===== src/fsif_pkg.sv =====
// types, constants and codes of the integer format-string formatter
package fsif_pkg;

   localparam int MAX_WIDTH_DEF  = 63;
   localparam int COUNT_BITS_DEF = 16;

   // reciprocal of ten, exact for 32-bit operands with a 35-bit shift
   localparam logic [31:0] RECIP_TEN  = 32'hCCCC_CCCD;
   localparam int          RECIP_SHIFT = 35;
   localparam int          MAX_DIGITS  = 10;

   localparam logic [7:0] CH_NUL   = 8'h00;
   localparam logic [7:0] CH_SPACE = 8'h20;
   localparam logic [7:0] CH_PCT   = 8'h25;
   localparam logic [7:0] CH_MINUS = 8'h2D;
   localparam logic [7:0] CH_ZERO  = 8'h30;
   localparam logic [7:0] CH_NINE  = 8'h39;
   localparam logic [7:0] CH_D     = 8'h64;
   localparam logic [7:0] CH_I     = 8'h69;
   localparam logic [7:0] CH_U     = 8'h75;

   typedef enum logic [1:0] {
      PH_TEXT,
      PH_FLAGS,
      PH_WIDTH,
      PH_SPEC
   } fsif_phase_type;

   typedef enum logic [2:0] {
      ACT_NONE,
      ACT_TEXT,
      ACT_PCT,
      ACT_CONV_S,
      ACT_CONV_U,
      ACT_END
   } fsif_act_type;

   typedef enum logic [2:0] {
      EM_TEXT,
      EM_PCT,
      EM_PAD,
      EM_SIGN,
      EM_DIGIT,
      EM_TERM
   } fsif_emit_type;

   typedef enum logic [3:0] {
      ST_IDLE,
      ST_DECODE,
      ST_DIV_MUL,
      ST_DIV_SUB,
      ST_LAYOUT,
      ST_PAD,
      ST_SIGN,
      ST_DIGIT,
      ST_EMIT
   } fsif_state_type;

   typedef struct packed {
      logic          capture;
      logic          decode;
      logic          start_conv;
      logic          mul;
      logic          sub;
      logic          emit;
      fsif_emit_type emit_sel;
      logic          last;
   } fsif_cmd_type;

   typedef struct packed {
      fsif_act_type act_now;
      fsif_act_type act_held;
      logic         out_free;
      logic         conv_done;
      logic         zero_pad;
      logic         neg;
      logic         pad_zero;
      logic         pad_one;
      logic         digit_last;
   } fsif_status_type;

endpackage


===== src/fsif_ctrl.sv =====
// sequencer of the formatter: decode, digit extraction and emission order
module fsif_ctrl (
   input  logic                     clock,
   input  logic                     reset,
   input  logic                     req_valid,
   output logic                     req_stall,
   input  fsif_pkg::fsif_status_type status,
   output fsif_pkg::fsif_cmd_type    cmd
);
   import fsif_pkg::*;

   fsif_state_type state_ff;
   fsif_state_type state_in;

   always_ff @(posedge clock) begin
      if (reset) begin
         state_ff <= ST_IDLE;
      end else begin
         state_ff <= state_in;
      end
   end

   // next state
   always_comb begin
      state_in = state_ff;
      case (state_ff)
         ST_IDLE: begin
            if (req_valid) state_in = ST_DECODE;
         end
         ST_DECODE: begin
            case (status.act_now)
               ACT_TEXT, ACT_PCT, ACT_END: state_in = ST_EMIT;
               ACT_CONV_S, ACT_CONV_U:     state_in = ST_DIV_MUL;
               default:                    state_in = ST_IDLE;
            endcase
         end
         ST_DIV_MUL: state_in = ST_DIV_SUB;
         ST_DIV_SUB: begin
            state_in = status.conv_done ? ST_LAYOUT : ST_DIV_MUL;
         end
         ST_LAYOUT: begin
            if (status.zero_pad) begin
               if (status.neg)           state_in = ST_SIGN;
               else if (status.pad_zero) state_in = ST_DIGIT;
               else                      state_in = ST_PAD;
            end else begin
               if (!status.pad_zero)     state_in = ST_PAD;
               else if (status.neg)      state_in = ST_SIGN;
               else                      state_in = ST_DIGIT;
            end
         end
         ST_PAD: begin
            if (status.out_free && status.pad_one) begin
               if (!status.zero_pad && status.neg) state_in = ST_SIGN;
               else                                state_in = ST_DIGIT;
            end
         end
         ST_SIGN: begin
            if (status.out_free) begin
               if (status.zero_pad && !status.pad_zero) state_in = ST_PAD;
               else                                     state_in = ST_DIGIT;
            end
         end
         ST_DIGIT: begin
            if (status.out_free && status.digit_last) state_in = ST_IDLE;
         end
         ST_EMIT: begin
            if (status.out_free) state_in = ST_IDLE;
         end
         default: state_in = ST_IDLE;
      endcase
   end

   // outputs
   always_comb begin
      cmd       = '0;
      req_stall = 1'b1;
      case (state_ff)
         ST_IDLE: begin
            req_stall   = 1'b0;
            cmd.capture = req_valid;
         end
         ST_DECODE: begin
            cmd.decode     = 1'b1;
            cmd.start_conv = (status.act_now == ACT_CONV_S) ||
                             (status.act_now == ACT_CONV_U);
         end
         ST_DIV_MUL: cmd.mul = 1'b1;
         ST_DIV_SUB: cmd.sub = 1'b1;
         ST_PAD: begin
            cmd.emit     = status.out_free;
            cmd.emit_sel = EM_PAD;
         end
         ST_SIGN: begin
            cmd.emit     = status.out_free;
            cmd.emit_sel = EM_SIGN;
         end
         ST_DIGIT: begin
            cmd.emit     = status.out_free;
            cmd.emit_sel = EM_DIGIT;
            cmd.last     = status.digit_last;
         end
         ST_EMIT: begin
            cmd.emit = status.out_free;
            cmd.last = 1'b1;
            case (status.act_held)
               ACT_PCT: cmd.emit_sel = EM_PCT;
               ACT_END: cmd.emit_sel = EM_TERM;
               default: cmd.emit_sel = EM_TEXT;
            endcase
         end
         default: begin
            cmd = '0;
         end
      endcase
   end

endmodule


===== src/fsif_datapath.sv =====
// formatter datapath: spec state, digit extraction, counters and output register
module fsif_datapath #(
   parameter int MaxWidth  = fsif_pkg::MAX_WIDTH_DEF,
   parameter int CountBits = fsif_pkg::COUNT_BITS_DEF
) (
   input  logic                      clock,
   input  logic                      reset,
   input  logic [7:0]                req_fmt_char,
   input  logic [31:0]               req_arg_bits,
   input  logic                      csr_write,
   input  logic [15:0]               csr_buffer_size,
   input  fsif_pkg::fsif_cmd_type    cmd,
   output fsif_pkg::fsif_status_type status,
   input  logic                      rsp_stall,
   output logic                      rsp_valid,
   output logic [7:0]                rsp_out_char,
   output logic [15:0]               rsp_position,
   output logic                      rsp_stored,
   output logic                      rsp_is_end,
   output logic [15:0]               rsp_total_length,
   output logic                      rsp_last
);
   import fsif_pkg::*;

   localparam int CntW = (CountBits > 16) ? CountBits : 16;
   localparam logic [CountBits-1:0] CountMax = {CountBits{1'b1}};

   // spec state and configuration
   fsif_phase_type       phase_ff, phase_in;
   logic                 zp_ff, zp_in;
   logic [5:0]           pw_ff, pw_in;
   logic [CountBits-1:0] count_ff, count_in;
   logic [15:0]          bs_ff, bs_in;

   // item registers
   logic [7:0]           char_ff, char_in;
   logic [31:0]          arg_ff, arg_in;
   fsif_act_type         act_ff, act_in;

   // conversion registers
   logic [31:0]          mag_ff, mag_in;
   logic [63:0]          prod_ff, prod_in;
   logic                 neg_ff, neg_in;
   logic [3:0]           nd_ff, nd_in;
   logic [5:0]           pad_ff, pad_in;
   logic [3:0]           dig_ff [MAX_DIGITS];

   // output register
   logic                 rv_ff, rv_in;
   logic [7:0]           rch_ff, rch_in;
   logic [15:0]          rpos_ff, rpos_in;
   logic                 rst_ff, rst_in;
   logic                 rend_ff, rend_in;
   logic [15:0]          rlen_ff, rlen_in;
   logic                 rlast_ff, rlast_in;

   // decode
   fsif_act_type   act_now;
   fsif_phase_type phase_dec;
   logic           zp_dec;
   logic [5:0]     pw_dec;
   logic           dec_done;
   logic           is_digit;
   logic [9:0]     w_sum;

   // arithmetic
   logic [31:0]    quot;
   logic [31:0]    rem_full;
   logic [3:0]     nd_next;
   logic [3:0]     len;
   logic [CntW-1:0] cnt_ext;
   logic [CntW-1:0] bs_ext;
   logic [CntW-1:0] lim;
   logic [15:0]    cnt_sat;
   logic           out_free;
   logic [3:0]     rd_idx;

   assign is_digit = (char_ff >= CH_ZERO) && (char_ff <= CH_NINE);
   assign w_sum    = ({4'd0, pw_ff} << 3) + ({4'd0, pw_ff} << 1) +
                     {6'd0, char_ff[3:0]};

   always_comb begin
      act_now   = ACT_NONE;
      phase_dec = phase_ff;
      zp_dec    = zp_ff;
      pw_dec    = pw_ff;
      dec_done  = 1'b0;
      if (char_ff == CH_NUL) begin
         act_now  = ACT_END;
         dec_done = 1'b1;
      end
      if (!dec_done && phase_dec == PH_TEXT) begin
         if (char_ff == CH_PCT) begin
            phase_dec = PH_FLAGS;
            zp_dec    = 1'b0;
            pw_dec    = '0;
         end else begin
            act_now = ACT_TEXT;
         end
         dec_done = 1'b1;
      end
      if (!dec_done && phase_dec == PH_FLAGS) begin
         if (char_ff == CH_ZERO) begin
            zp_dec   = 1'b1;
            dec_done = 1'b1;
         end else begin
            phase_dec = PH_WIDTH;
         end
      end
      if (!dec_done && phase_dec == PH_WIDTH) begin
         if (is_digit) begin
            pw_dec   = (w_sum > 10'(MaxWidth)) ? 6'(MaxWidth) : w_sum[5:0];
            dec_done = 1'b1;
         end else begin
            phase_dec = PH_SPEC;
         end
      end
      if (!dec_done && phase_dec == PH_SPEC) begin
         if (char_ff == CH_PCT) begin
            act_now   = ACT_PCT;
            phase_dec = PH_TEXT;
         end else if (char_ff == CH_D || char_ff == CH_I) begin
            act_now   = ACT_CONV_S;
            phase_dec = PH_TEXT;
         end else if (char_ff == CH_U) begin
            act_now   = ACT_CONV_U;
            phase_dec = PH_TEXT;
         end
      end
   end

   // one decimal digit per multiply and subtract pair
   assign quot     = {3'd0, prod_ff[63:RECIP_SHIFT]};
   assign rem_full = mag_ff - ((quot << 3) + (quot << 1));
   assign nd_next  = nd_ff + 4'd1;
   assign len      = nd_next + {3'd0, neg_ff};
   assign rd_idx   = nd_ff - 4'd1;

   assign cnt_ext  = CntW'(count_ff);
   assign bs_ext   = CntW'(bs_ff);
   assign lim      = bs_ext - CntW'(1);
   assign cnt_sat  = (cnt_ext > CntW'(16'hFFFF)) ? 16'hFFFF : cnt_ext[15:0];
   assign out_free = !rv_ff || !rsp_stall;

   always_comb begin
      phase_in = phase_ff;
      zp_in    = zp_ff;
      pw_in    = pw_ff;
      count_in = count_ff;
      bs_in    = csr_write ? csr_buffer_size : bs_ff;
      char_in  = cmd.capture ? req_fmt_char : char_ff;
      arg_in   = cmd.capture ? req_arg_bits : arg_ff;
      act_in   = act_ff;
      mag_in   = mag_ff;
      prod_in  = prod_ff;
      neg_in   = neg_ff;
      nd_in    = nd_ff;
      pad_in   = pad_ff;
      rv_in    = rv_ff && rsp_stall;
      rch_in   = rch_ff;
      rpos_in  = rpos_ff;
      rst_in   = rst_ff;
      rend_in  = rend_ff;
      rlen_in  = rlen_ff;
      rlast_in = rlast_ff;

      if (cmd.decode) begin
         phase_in = phase_dec;
         zp_in    = zp_dec;
         pw_in    = pw_dec;
         act_in   = act_now;
      end
      if (cmd.start_conv) begin
         neg_in = (act_now == ACT_CONV_S) && arg_ff[31];
         mag_in = ((act_now == ACT_CONV_S) && arg_ff[31]) ? (32'd0 - arg_ff) : arg_ff;
         nd_in  = '0;
      end
      if (cmd.mul) begin
         prod_in = {32'd0, mag_ff} * {32'd0, RECIP_TEN};
      end
      if (cmd.sub) begin
         mag_in = quot;
         nd_in  = nd_next;
         pad_in = ({2'd0, len} < pw_ff) ? (pw_ff - {2'd0, len}) : 6'd0;
      end

      if (cmd.emit) begin
         rv_in    = 1'b1;
         rlast_in = cmd.last;
         rend_in  = 1'b0;
         rlen_in  = '0;
         rpos_in  = cnt_sat;
         rst_in   = (count_ff != CountMax) &&
                    ({1'b0, cnt_ext} + {{CntW{1'b0}}, 1'b1} < {1'b0, bs_ext});
         if (count_ff != CountMax) count_in = count_ff + CountBits'(1);
         case (cmd.emit_sel)
            EM_TEXT:  rch_in = char_ff;
            EM_PCT:   rch_in = CH_PCT;
            EM_PAD:   rch_in = zp_ff ? CH_ZERO : CH_SPACE;
            EM_SIGN:  rch_in = CH_MINUS;
            EM_DIGIT: rch_in = CH_ZERO + {4'd0, dig_ff[rd_idx]};
            default:  rch_in = CH_NUL;
         endcase
         case (cmd.emit_sel)
            EM_PAD:   pad_in = pad_ff - 6'd1;
            EM_DIGIT: nd_in  = rd_idx;
            EM_TERM: begin
               rend_in  = 1'b1;
               rlen_in  = cnt_sat;
               rst_in   = (bs_ff != 16'd0);
               if (bs_ff == 16'd0) rpos_in = '0;
               else rpos_in = (cnt_ext < lim) ? cnt_ext[15:0] : lim[15:0];
               phase_in = PH_TEXT;
               zp_in    = 1'b0;
               pw_in    = '0;
               count_in = '0;
            end
            default: pad_in = pad_ff;
         endcase
      end
   end

   always_ff @(posedge clock) begin
      if (reset) begin
         phase_ff <= PH_TEXT;
         zp_ff    <= 1'b0;
         pw_ff    <= '0;
         count_ff <= '0;
         bs_ff    <= '0;
         rv_ff    <= 1'b0;
         act_ff   <= ACT_NONE;
      end else begin
         phase_ff <= phase_in;
         zp_ff    <= zp_in;
         pw_ff    <= pw_in;
         count_ff <= count_in;
         bs_ff    <= bs_in;
         rv_ff    <= rv_in;
         act_ff   <= act_in;
      end
   end

   always_ff @(posedge clock) begin
      char_ff  <= char_in;
      arg_ff   <= arg_in;
      mag_ff   <= mag_in;
      prod_ff  <= prod_in;
      neg_ff   <= neg_in;
      nd_ff    <= nd_in;
      pad_ff   <= pad_in;
      rch_ff   <= rch_in;
      rpos_ff  <= rpos_in;
      rst_ff   <= rst_in;
      rend_ff  <= rend_in;
      rlen_ff  <= rlen_in;
      rlast_ff <= rlast_in;
   end

   // digit stack, written least significant first
   always_ff @(posedge clock) begin
      if (cmd.sub) begin
         dig_ff[nd_ff] <= rem_full[3:0];
      end
   end

   always_comb begin
      status            = '0;
      status.act_now    = act_now;
      status.act_held   = act_ff;
      status.out_free   = out_free;
      status.conv_done  = (quot == 32'd0) || (nd_next == 4'(MAX_DIGITS));
      status.zero_pad   = zp_ff;
      status.neg        = neg_ff;
      status.pad_zero   = (pad_ff == 6'd0);
      status.pad_one    = (pad_ff == 6'd1);
      status.digit_last = (nd_ff == 4'd1);
   end

   assign rsp_valid        = rv_ff;
   assign rsp_out_char     = rch_ff;
   assign rsp_position     = rpos_ff;
   assign rsp_stored       = rst_ff;
   assign rsp_is_end       = rend_ff;
   assign rsp_total_length = rlen_ff;
   assign rsp_last         = rlast_ff;

endmodule


===== src/format_string_integer_formatter_unit.sv =====
// Integer format-string formatter, decimal subset of printf. Format bytes
// arrive one per req item with a 32-bit argument; ordinary text is copied,
// '%' opens a spec (leading '0' selects zero padding, then digits give a
// width saturating at MaxWidth), and 'd'/'i', 'u' or '%' complete it. Each
// rsp item carries its buffer position and whether it fits in buffer_size;
// a NUL byte emits the terminator with the total length and starts a new
// string. An input byte is first captured and then decoded; text, '%%' and
// the terminator then leave through the output register. A conversion
// takes a reciprocal multiply step and a remainder step per decimal digit
// (up to ten digits), a layout step for the field, and then emits one
// character per cycle, up to 63, whenever rsp_stall is low. There is no
// clearing pass after reset.
module format_string_integer_formatter_unit #(
   parameter int MaxWidth  = fsif_pkg::MAX_WIDTH_DEF,
   parameter int CountBits = fsif_pkg::COUNT_BITS_DEF
) (
   input  logic        clock,
   input  logic        reset,
   // format byte channel
   input  logic        req_valid,
   output logic        req_stall,
   input  logic [7:0]  req_fmt_char,
   input  logic [31:0] req_arg_bits,
   // buffer size register write
   input  logic        csr_valid,
   output logic        csr_ready,
   input  logic [15:0] csr_buffer_size,
   // output character channel
   output logic        rsp_valid,
   input  logic        rsp_stall,
   output logic [7:0]  rsp_out_char,
   output logic [15:0] rsp_position,
   output logic        rsp_stored,
   output logic        rsp_is_end,
   output logic [15:0] rsp_total_length,
   output logic        rsp_last
);
   import fsif_pkg::*;

   fsif_cmd_type    cmd;
   fsif_status_type status;

   // register writes are always taken
   assign csr_ready = 1'b1;

   // sequencer: one item in flight, orders pad, sign and digits
   fsif_ctrl u_ctrl (
      .clock     (clock),
      .reset     (reset),
      .req_valid (req_valid),
      .req_stall (req_stall),
      .status    (status),
      .cmd       (cmd)
   );

   // datapath: spec state, digit extraction and output register
   fsif_datapath #(
      .MaxWidth  (MaxWidth),
      .CountBits (CountBits)
   ) u_datapath (
      .clock            (clock),
      .reset            (reset),
      .req_fmt_char     (req_fmt_char),
      .req_arg_bits     (req_arg_bits),
      .csr_write        (csr_valid && csr_ready),
      .csr_buffer_size  (csr_buffer_size),
      .cmd              (cmd),
      .status           (status),
      .rsp_stall        (rsp_stall),
      .rsp_valid        (rsp_valid),
      .rsp_out_char     (rsp_out_char),
      .rsp_position     (rsp_position),
      .rsp_stored       (rsp_stored),
      .rsp_is_end       (rsp_is_end),
      .rsp_total_length (rsp_total_length),
      .rsp_last         (rsp_last)
   );

endmodule


===== config.mk =====
export PLATFORM = sky130hd
export DESIGN_NAME = format_string_integer_formatter_unit
export DESIGN_NICKNAME = d
export VERILOG_FILES = /design/src/fsif_pkg.sv /design/src/fsif_ctrl.sv /design/src/fsif_datapath.sv /design/src/format_string_integer_formatter_unit.sv
export SDC_FILE = /design/constraint.sdc
export NUM_CORES = 2
export LEC_CHECK = 0
export BUFFER_PORTS_ARGS = -buffer_cell sky130_fd_sc_hd__buf_4
export CAP_MARGIN = 20
export CORE_MARGIN = 10
export CORE_UTILIZATION = 55
export CTS_BUF_LIST = sky130_fd_sc_hd__clkbuf_4
export DETAILED_ROUTE_END_ITERATION = 16
export PLACE_DENSITY = 0.82
export SYNTH_ARGS = -nofsm -noshare
export SYNTH_HDL_FRONTEND = slang
export SYNTH_SLANG_ARGS = --single-unit

===== constraint.sdc =====
create_clock -name clock -period 19.6 [get_ports clock]
set_input_delay 3.92 -clock clock [delete_from_list [all_inputs] [get_ports clock]]
set_output_delay 3.92 -clock clock [all_outputs]
set_load 0.005 [all_outputs]

==> summary.md <==
| Metric | Value |
|---|---|
| Synth unique cells | `81` |
| Vias | `20.68k` |
| Clk root buf | `clkbuf_4` |
| Clk Latency, worst-skew pair | `0.82 ns` |
| Post-CTS Hold Buffers | `0` |
| Die width | `249.4 um` |
| GRT Total Usage | `26.57%` |
| Final Cycle Share | `40.53%` |
| Row cnt | `84` |
| Synth Warn # | `0` |
| Slowest cell delay on critical path | `0.63 ns` |
| Grt total ovfl | `0` |
| Max Root-Sink Buffers | `3` |
| CP Launch Type | `register` |
| Share of layout cells above drive strength 1 | `8.853%` |
| Post-Synth Simple-Gate Area | `7.727%` |
| Worst min path class | `register to register` |
| Syn avg cell area | `10.36 sq um` |
| Initial antenna violation count | `3` |
| IO Pins | `107` |
| Critical path class | `register to register` |
| Post-synthesis mux area share | `1.505%` |
| First-pass GRT wire length | `128,500 um` |
| CTS Buf Count | `69` |
| CP bufs+invs | `4` |
| Synth Area in Adders | `44.62%` |
| GPL Wtd Cong | `1.022` |
| Post-synth ARST share | `0%` |
| Routed wire length | `81,810 um` |
| Setup WS pre-CTS | `11.71 ns` |
| Mapped Cells | `2,794` |
| Final Hold Fails | `0` |
| CP dominant cell by count | `fa_1` |
| Final worst slack | `11.66 ns` |
| Synth Flop Type | `edfxtp_1` |
| Compound-Gate Fraction of Synth Area | `9.270%` |
| Post-CTS Setup Inserts | `0` |
| Mapped cell area | `28,940 sq um` |
| Largest family of logic cells by synthesized area | `adder cells` |
| TritonCTS clock tree | `built` |
| RSZ-0062 raised after global routing | `no` |
| Syn_nets | `3,653` |
| Synthesis-to-finish area growth | `8.604%` |
| Vias in the first global route | `22.04k` |
| Clock transition at path regs | `0.07 ns` |
| H-tree depth | `3` |
| Critical Path RT | `20.13 ns` |
| Die height | `249.4 um` |
| # resized after CTS | `0` |
| Slew Limit Fails | `0` |
| # DRC | `0` |
| Total Die Area | `62,190 sq um` |
| Synth Area in XOR/XNOR | `4.358%` |
| CP max FO | `6` |
| Slowest cell on crit path | `edfxtp_1` |
| Vias/cell | `5.632` |
| Critical path's top delay family | `adder cells` |
| DP HPWL | `69,940 um` |
| Worst Skew | `0.08666 ns` |
| Clock Sinks | `244` |
| Crit end category | `register` |
| Slew HR | `30.88%` |
| Drt wl/cell | `22.28 um` |
| Final net count | `3,785` |
| Core Region | `52,340 sq um` |
| Port Buffers | `105` |
| Largest net degree at the start of global routing | `66` |
| Initial core utilization | `55.29%` |
| Max-Cap Viols | `0` |
| Post-route setup TNS | `0 ns` |
| Initial DRT Pass Iterations | `5` |
| Register area share after synthesis | `23.38%` |
| Worst-Margin Slew | `1.033 ns` |
| DRT iter0 DRCs | `1,669` |
| ANT nets after route | `0` |
| Crit path cell chain | `ha_1 > inv_1 > fa_1 > fa_1 > fa_1 > inv_1 > fa_1 > fa_1 > fa_1 > inv_1 > fa_1 > inv_1 > ha_1 > a21oi_1 > o21ai_0 > nor2_1 > a41oi_2 > o311a_4 > a31o_2 > o41ai_2 > mux2i_1 > nand4_1` |
| Layout filler cell count | `4,398` |
| FMAX | `0.1259 GHz` |
| Final Setup Violations | `0` |
| Min Tclk post-route | `7.945 ns` |
| Crit path arrival time | `8.48 ns` |
| Outcome | `finished, final reports clean` |
| Number of enable flip-flop cells after synthesis | `188` |
| #FFs+latches synth | `244` |
layer usage:
metal | up-vias | global-route usage (%) | routed length [um]
li1 | 9493 | - | -
met4 | 2 | 9.455 | 2749
met3 | 151 | 5.875 | 6538
met5 | - | 0 | 13
met1 | 10292 | 34.89 | 34090
met2 | 741 | 42.63 | 38420
cell type report:
cell class	instances	area, sq um	area share, %
timing repair buffer	111	837.1	2.663
tap	688	860.8	2.739
inverter	651	2444	7.775
sequential	244	6766	21.53
multi-input combinational	1849	19560	62.23
clock buffer	100	750.7	2.389
clock inverter	27	205.2	0.6529
antenna	2	5.005	0.01592
cells in the mapped netlist, drive strengths merged, types with 24 or more instances:
library cell	n	area, sq um
a21o	57	427.9
nor2	118	442.9
xnor2	81	709.4
fa	390	7807
xor2	63	551.8
a21oi	106	530.5
nor3	36	201.5
nand3	42	215.2
inv	651	2444
ha	408	5105
clkbuf	42	157.7
o21ai	100	500.5
dfxtp	56	1121
nand2	139	524.3
edfxtp	188	5645
and3	24	150.1
registers in the layout, indices dropped and copies added, names as in the netlist, 6 cells and up:
name,flops
u_datapath.arg_ff,32
u_datapath.dig_ff,40
u_datapath.bs_ext,16
u_datapath.pw_ff,6
u_datapath.pad_ff,6
u_datapath.rsp_position,16
u_datapath.mag_ff,32
u_datapath.cnt_ext,16
u_datapath.rsp_total_length,16
u_datapath.prod_ff,29
u_datapath.char_ff,8
u_datapath.rsp_out_char,8
tightest hold or removal path: cells and delay by family, from the launching register on:
family           cells  cell delay [ns]
flip-flops           1             0.35
AND/OR/NAND/NOR      1             0.08
AO/OA/AOI/OAI        1             0.07
layout by cell type, fill, tap and decap left out, types with 7 or more instances in the layout:
cell type / Yosys / layout
clkinv_1: 0 / 15
or3_1: 9 / 9
mux2i_1: 21 / 21
o21ai_0: 95 / 95
a31oi_1: 11 / 11
o22ai_1: 21 / 21
xor2_1: 63 / 63
nor2_1: 118 / 117
nand2b_1: 7 / 7
o211ai_1: 8 / 8
nor4_1: 12 / 12
fa_1: 390 / 390
nand2_1: 138 / 137
a211oi_1: 7 / 7
a21o_1: 57 / 57
edfxtp_1: 188 / 188
and2_1: 20 / 20
nand4_1: 21 / 21
inv_1: 651 / 651
nor3_1: 33 / 32
a22oi_1: 11 / 11
mux4_2: 8 / 8
nand3_1: 41 / 41
clkbuf_4: 0 / 100
buf_4: 1 / 110
a21oi_1: 106 / 105
dfxtp_1: 56 / 56
nor2b_1: 9 / 9
o21bai_1: 7 / 7
and3_1: 24 / 23
o31ai_1: 14 / 14
xnor2_1: 81 / 81
o21a_1: 20 / 20
ha_1: 408 / 408
worst paths after layout:
| check | startpoint | to | slack (ns) | cells after the start |
|---|---|---|---|---|
| max | u_datapath.mag_ff[9] | u_datapath.prod_ff[63] | 11.66 | 22 |
| min | u_datapath.arg_ff[31] | u_datapath.mag_ff[31] | 0.49 | 2 |
| max reg2reg | u_datapath.mag_ff[9] | u_datapath.prod_ff[63] | 11.66 | 22 |
| min reg2reg | u_datapath.arg_ff[31] | u_datapath.mag_ff[31] | 0.49 | 2 |
per-stage QoR:
stage / area, sq um / hold WS (ns) / std cells / util, %
floorplan: 28940 / 0.4604 / 2794 / -
global placement: 30450 / 0.4749 / 3541 / 58.17
detailed placement: 30450 / 0.4873 / 3541 / 58.17
CTS: 31400 / 0.4796 / 3668 / 60.00
global route: 31430 / 0.5266 / 3671 / 60.04
finish: 31430 / 0.4950 / 3672 / 60.04
logic make-up (layout without fill, tap and decap cells):
| kind of cell | after synthesis | count (layout) |
|---|---|---|
| XOR/XNOR | 144 | 144 |
| adder cells (fa/ha/maj) | 798 | 798 |
| other | 1 | 3 |
| multiplexers | 33 | 33 |
| flip-flops | 244 | 244 |
| AO/OA/AOI/OAI | 413 | 413 |
| AND/OR/NAND/NOR | 460 | 460 |
| buffers and inverters | 701 | 889 |
Power is not shown: default switching activity piles up to over one toggle a cycle in this logic, so the estimate is an artifact.
